<file path="src/design/apc_pkg.sv">
package apc_pkg;

  localparam int NUM_SUBJECTS  = 64;
  localparam int NUM_OBJECTS   = 64;
  localparam int CATEGORY_BITS = 32;
  localparam int LEVEL_BITS    = 8;
  localparam int IDX_W         = 6;
  localparam int NAME_W        = 8;
  localparam int MODEL_W       = 3;

  // op codes
  localparam logic [1:0] OP_LOAD_SUBJ = 2'd0;
  localparam logic [1:0] OP_LOAD_OBJ  = 2'd1;
  localparam logic [1:0] OP_RIGHTS    = 2'd2;
  localparam logic [1:0] OP_REQUEST   = 2'd3;

  // access model codes
  localparam logic [2:0] MODEL_BLP      = 3'd0;
  localparam logic [2:0] MODEL_BIBA     = 3'd1;
  localparam logic [2:0] MODEL_BLP_BIBA = 3'd2;
  localparam logic [2:0] MODEL_LWM      = 3'd3;
  localparam logic [2:0] MODEL_WALL     = 3'd4;

  // conflict kinds
  localparam logic [1:0] KIND_NONE  = 2'd0;
  localparam logic [1:0] KIND_CLASS = 2'd1;
  localparam logic [1:0] KIND_LEAK  = 2'd2;

  // rights bits
  localparam logic [1:0] RIGHT_READ  = 2'b01;
  localparam logic [1:0] RIGHT_WRITE = 2'b10;

  typedef struct packed {
    logic                     op_subj;
    logic                     op_obj;
    logic                     op_rights;
    logic                     op_req;
    logic [1:0]               need;
    logic [IDX_W-1:0]         subj;
    logic [IDX_W-1:0]         obj;
    logic                     is_write;
    logic [LEVEL_BITS-1:0]    level;
    logic [CATEGORY_BITS-1:0] cats;
    logic [NAME_W-1:0]        company;
    logic [NAME_W-1:0]        cls;
    logic [1:0]               rights;
  } item_t;

  typedef struct packed {
    logic blp;
    logic biba;
    logic lwm;
    logic wall;
  } model_t;

  function automatic model_t model_bits(input logic [MODEL_W-1:0] m);
    model_t r;
    r = '0;
    case (m)
      MODEL_BLP:      r.blp = 1'b1;
      MODEL_BIBA:     r.biba = 1'b1;
      MODEL_BLP_BIBA: begin
        r.blp  = 1'b1;
        r.biba = 1'b1;
      end
      MODEL_LWM: begin
        r.biba = 1'b1;
        r.lwm  = 1'b1;
      end
      MODEL_WALL:     r.wall = 1'b1;
      default:        r = '0;
    endcase
    return r;
  endfunction

  function automatic logic dominates(input logic [LEVEL_BITS-1:0] la,
                                     input logic [CATEGORY_BITS-1:0] ca,
                                     input logic [LEVEL_BITS-1:0] lb,
                                     input logic [CATEGORY_BITS-1:0] cb);
    return (la >= lb) && ((ca & cb) == cb);
  endfunction

endpackage

</file>
<file path="src/design/apc_queue.sv">
module apc_queue (
  input  logic           clk,
  input  logic           rst_n,
  input  logic           push,
  input  apc_pkg::item_t push_item,
  output logic           full,
  input  logic           pop,
  output logic           pop_valid,
  output apc_pkg::item_t pop_item
);

  localparam int DEPTH = 4;

  apc_pkg::item_t slot_r [DEPTH];
  logic [1:0] wr_ptr_r, wr_ptr_nxt;
  logic [1:0] rd_ptr_r, rd_ptr_nxt;
  logic [2:0] count_r, count_nxt;

  assign full      = (count_r == 3'(DEPTH));
  assign pop_valid = (count_r != 3'd0);
  assign pop_item  = slot_r[rd_ptr_r];

  // pointer and fill count
  always_comb begin
    wr_ptr_nxt = wr_ptr_r;
    rd_ptr_nxt = rd_ptr_r;
    count_nxt  = count_r;
    if (push) wr_ptr_nxt = wr_ptr_r + 2'd1;
    if (pop)  rd_ptr_nxt = rd_ptr_r + 2'd1;
    if (push && !pop) count_nxt = count_r + 3'd1;
    else if (!push && pop) count_nxt = count_r - 3'd1;
  end

  always_ff @(posedge clk) begin
    if (!rst_n) begin
      wr_ptr_r <= '0;
      rd_ptr_r <= '0;
      count_r  <= '0;
    end else begin
      wr_ptr_r <= wr_ptr_nxt;
      rd_ptr_r <= rd_ptr_nxt;
      count_r  <= count_nxt;
    end
  end

  // storage
  always_ff @(posedge clk) begin
    if (push) slot_r[wr_ptr_r] <= push_item;
  end

endmodule

</file>
<file path="config.mk">
export PLATFORM = sky130hd
export DESIGN_NAME = apc_queue
export DESIGN_NICKNAME = d
export VERILOG_FILES = /design/src/design/apc_pkg.sv /design/src/design/apc_queue.sv
export SDC_FILE = /design/constraint.sdc
export NUM_CORES = 1
export LEC_CHECK = 0
export ABC_AREA = 0
export BUFFER_PORTS_ARGS = -buffer_cell sky130_fd_sc_hd__clkbuf_2
export CAP_MARGIN = 10
export CORE_ASPECT_RATIO = 1.2
export CORE_MARGIN = 2
export CORE_UTILIZATION = 51
export DETAILED_ROUTE_END_ITERATION = 8
export GPL_ROUTABILITY_DRIVEN = 0
export PLACE_DENSITY = 0.72
export SLEW_MARGIN = 20
export SYNTH_ARGS = -nofsm -noshare
export SYNTH_HDL_FRONTEND = slang
export SYNTH_SLANG_ARGS = --single-unit
</file>
<file path="constraint.sdc">
create_clock -name clk -period 2.9 [get_ports clk]
set_input_delay 0.145 -clock clk [delete_from_list [all_inputs] [get_ports clk]]
set_output_delay 0.145 -clock clk [all_outputs]
set_load 0.01 [all_outputs]
</file>
# Word level (Yosys, flattened, before mapping)
# Memory sizes are Yosys's and may differ from the RTL's. A register that Yosys moved wholly into a read port is not among the register bits.
# Cells that the tools add are included.
# op_classes
addsub,4
n_eq_ne,1
muxes,6
reduce_logical,6
# op_table
op,count
3-bit two-way mux,2
"2-bit by 1-bit adder with 2-bit output, second input constant",2
2-bit two-way mux,2
"3-bit by 1-bit adder with 3-bit output, second input constant",1
"3-bit == test, second input constant",1
3-bit nonzero test,1
"3-bit by 1-bit subtractor with 3-bit output, second input constant",1
1-bit logical AND,2
1-bit logical NOT,2
1-bit two-way mux,2
2-bit nonzero test,1
# word_totals
reg_bits,7
ramBits,308
output_inout_bits,79
word_cells,21
n_memories,1
# memory_table
name,words,width,rd,rd_clocked_by_memory_dff,wr,line_no,text
slot_r,4,77,1,1,1,apc_queue.sv:14,apc_pkg::item_t slot_r [DEPTH];

# Longest topological paths before layout
# depth
depth_word,4
depth_mapped,7
mapped_depth_nobuf,7

# Worst setup path before layout
# OpenSTA, ideal clock, no wires.
# synth_path
path_type,reg2reg
startpoint,reg wr_ptr_r[0]
endpoint,mem slot_r[0][0] in the netlist's numbering (enable)
arrival_ps,2337
t_required_ps,2457
path_slack_ps,119
path_stages_with_launch,4
path_cell_list,dfxtp_1 -> inv_1 -> ha_1 -> and2_1
# synth_rtl
item,line_no,text
"start, declared",apc_queue.sv:15,"logic [1:0] wr_ptr_r, wr_ptr_nxt;"
"start signal, assigned",apc_queue.sv:40,wr_ptr_r <= wr_ptr_nxt;
"end, declared",apc_queue.sv:14,
# No word-level cell before the write port.

==> flow_summary.yaml <==
floorplan:
  rows: 60
  die_h_um: 169.1
  start_util: 0.5177
  die_area_um2: 23930
  ios: 160
  coreArea_um2: 22370
  die_x_um: 141.6
worst_setup_path:
  end_kind: "output port"
  cp.arrival_ps: 2270
  worstReg2RegEnd: "slot_r[1][52]$_DFFE_PP_"
  crit_chain: "buf_12 -> mux4_2 -> clkbuf_2"
  crit_type: "reg -> out"
  cp-start-kind: "register"
  timing.rr.start: "wr_ptr_r[0]$_SDFFE_PN0P_"
  rr_worst_depth: 3
  cp_slowest_cell: "dfxtp_4"
  path_max_fanout: 28
  crit_end: "pop_item[72]"
  slowest_delay_ps: 740
  required_ps: 2760
  reg2reg_slack_ps: 1160
logic_synthesis:
  synthesis.area_um2: 11580
  ys_types: 20
  seq_area_frac_synth: 0.8142
  syn_area_per_cell_um2: 25.97
  netlist_instances: 446
  yosys_warnings: 0
  syn_nets: 533
  synth-seq-cells: 317
grt:
  grt_pass1_wl_mm: 33.55
  grt.met1_usage: 0.2379
  overflow: 0
  busiest_layer: "met2"
  antenna_found_initial: 1
  grt_pass1_vias: 6076
  grt_use_met2: 0.3267
  grt_start_max_net_pins: 58
  gr-usage-met3: 0.03508
  grt.total_usage: 0.1841
clocking:
  clk_pin_slew_ps: 60
  cts_num_sinks: 317
  cts_tree: "built"
  cts-buffers-inserted: 30
  htree_levels: 1
  ctsResizeCount: 0
  clockBufferDepth: 3
  root_buffer: "clkbuf_16"
  clkLatencyLatePin_ps: 530
routing:
  remaining_drc_errors: 0
  drtAntennaViolNets: 0
  first_pass_iters: 4
  wirelength_mm: 21.62
  wl_per_cell_um: 21.39
  vias: 5494
  via_per_inst: 5.434
  drt_iter0_markers: 270
min_path:
  worstHoldStart: "push"
  hold_path.class: "in -> reg"
sta:
  final_max_slew_viol_count: 0
  tns_ps: 0
  tightest_slew_ps: 602.1
  post-route-min-period_ps: 2413
  finalHoldViolations: 0
  max_freq_mhz: 414.3
  fin_skew_ps: 7.924
  min_period_over_period: 0.8322
  rsz0062_at_grt: "no"
  final-setup-viol-count: 0
  relSlewSlack: 0.5986
finish:
  fillCellCount: 1495
  seq_area_um2: 9437
  fin_area_um2: 14500
  multi_input_area_um2: 1996
  area.growth.synth_to_final_pct: 25.19
  layout-drive-gt1-share: 0.4036
  final_nets: 796
run:
  cap_violations: 0
outcome:
  outcome: "finished clean"
power:
  power_density_nw_per_um2: 696.0
  ir_drop_uv: 587.6
  p_leak_nw: 4.996
place:
  place_area_um2: 12760
  dp_hpwl_mm: 12.96
  port_buffers: 159
==> power by group <==
group / total [W] / internal [W] / switching [W]
clock network: 0.00370 / 0.00212 / 0.00158
registers: 0.00535 / 0.00526 / 0.0000948
logic: 0.00103 / 0.000522 / 0.000512
==> critical path, delay by kind of cell, from the launching register on <==
| family | cells | cell delay, ps |
|---|---|---|
| muxes | 1 | 550 |
| DFF | 1 | 740 |
| buffers and inverters | 2 | 430 |
==> logic make-up after synthesis <==
family	Yosys count	share of synthesized area
multiplexers	79	0.1515
XOR/XNOR	5	0.003782
adder cells (fa/ha/maj)	6	0.007131
AO/OA/AOI/OAI	2	0.001080
buffers and inverters	22	0.01437
flip-flops	317	0.8142
AND/OR/NAND/NOR	15	0.007994
==> timing repair <==
item,4_1_cts,5_1_grt
buffers inserted,0,0
hold endpoints to repair,317,0
hold buffers,79,0
==> synth_stat cells <==
master,instances,share of area
nand2_1,1,0.00032
ha_1,5,0.0054
nor2b_1,2,0.0011
xor2_1,3,0.0023
fa_1,1,0.0017
clkbuf_1,4,0.0013
buf_6,1,0.00097
a21boi_0,1,0.00065
inv_1,4,0.0013
xnor2_1,2,0.0015
o21ai_0,1,0.00043
buf_12,4,0.0069
edfxtp_1,308,0.80
or3_1,2,0.0011
mux2i_1,2,0.0017
mux4_2,77,0.15
buf_2,9,0.0039
and2_1,9,0.0049
dfxtp_1,9,0.016
nor3b_1,1,0.00065
==> how the worst min path moves through the flow <==
stage | endpoint | slack [ps] | depth (start not counted)
floorplan | slot_r[0][0]$_DFFE_PP_ | 240 | 0
global placement | slot_r[2][64]$_DFFE_PP_ | 360 | 1
detailed placement | slot_r[0][51]$_DFFE_PP_ | 360 | 1
CTS | wr_ptr_r[1]$_SDFFE_PN0P_ | 0.8 | 3
global route | wr_ptr_r[1]$_SDFFE_PN0P_ | 30 | 3
finish | wr_ptr_r[1]$_SDFFE_PN0P_ | 20 | 3
==> through the flow <==
step | total power (W) | setup WS [ps] | hold WS [ps] | cells | utilization
floorplan | 0.006004 | 119.4 | 243.9 | 446 | -
global placement | 0.006380 | 988.4 | 356.7 | 877 | 0.5705
global route | 0.01046 | 316.4 | 27.44 | 1010 | 0.6480
detailed placement | 0.006422 | 970.7 | 364.6 | 877 | 0.5705
CTS | 0.01021 | 387.9 | 0.8266 | 1010 | 0.6480
finish | 0.01009 | 486.6 | 16.45 | 1011 | 0.6481
==> final cells by class <==
class,instances,share of cell area
well taps,279,0.02408
clock buffers,34,0.05428
clock inverters,20,0.01079
multi-input cells,107,0.1376
diodes,1,0.0001726
flip-flops and latches,317,0.6508
inverters,4,0.001036
repair buffers,249,0.1212
==> flip-flops by register name, summed over array words and instances (netlist names), named ones only <==
| name | cells |
|---|---|
| rd_ptr_r | 2 |
| count_r | 3 |
| wr_ptr_r | 2 |
| slot_r | 308 |
==> routing by layer <==
layer  wire length [um]  up-vias
met2              11380      158
met5                  0        -
met4                377        0
li1                   -     2435
met1               8624     2872
met3               1239       29
==> layout by cell type, fill, tap and decap left out <==
cell and instances:
bufinv_16 2, nor3b_1 1, nand2_1 1, xor2_1 3, inv_1 4, dfxtp_1 7
and2_1 5, fa_1 1, dlygate4sd3_1 79, buf_4 4, edfxtp_1 308, diode_2 1
clkinvlp_4 1, clkbuf_2 159, o21ai_0 1, buf_12 7, ha_1 5, xnor2_1 2
clkinv_1 9, clkbuf_1 3, and2_4 4, clkinv_2 4, inv_6 3, nor2b_1 2
dfxtp_4 2, clkinv_4 1, a21boi_0 1, clkbuf_16 31, or3_1 2, mux4_2 77
mux2i_1 2
(Power assumes the default switching activity.)
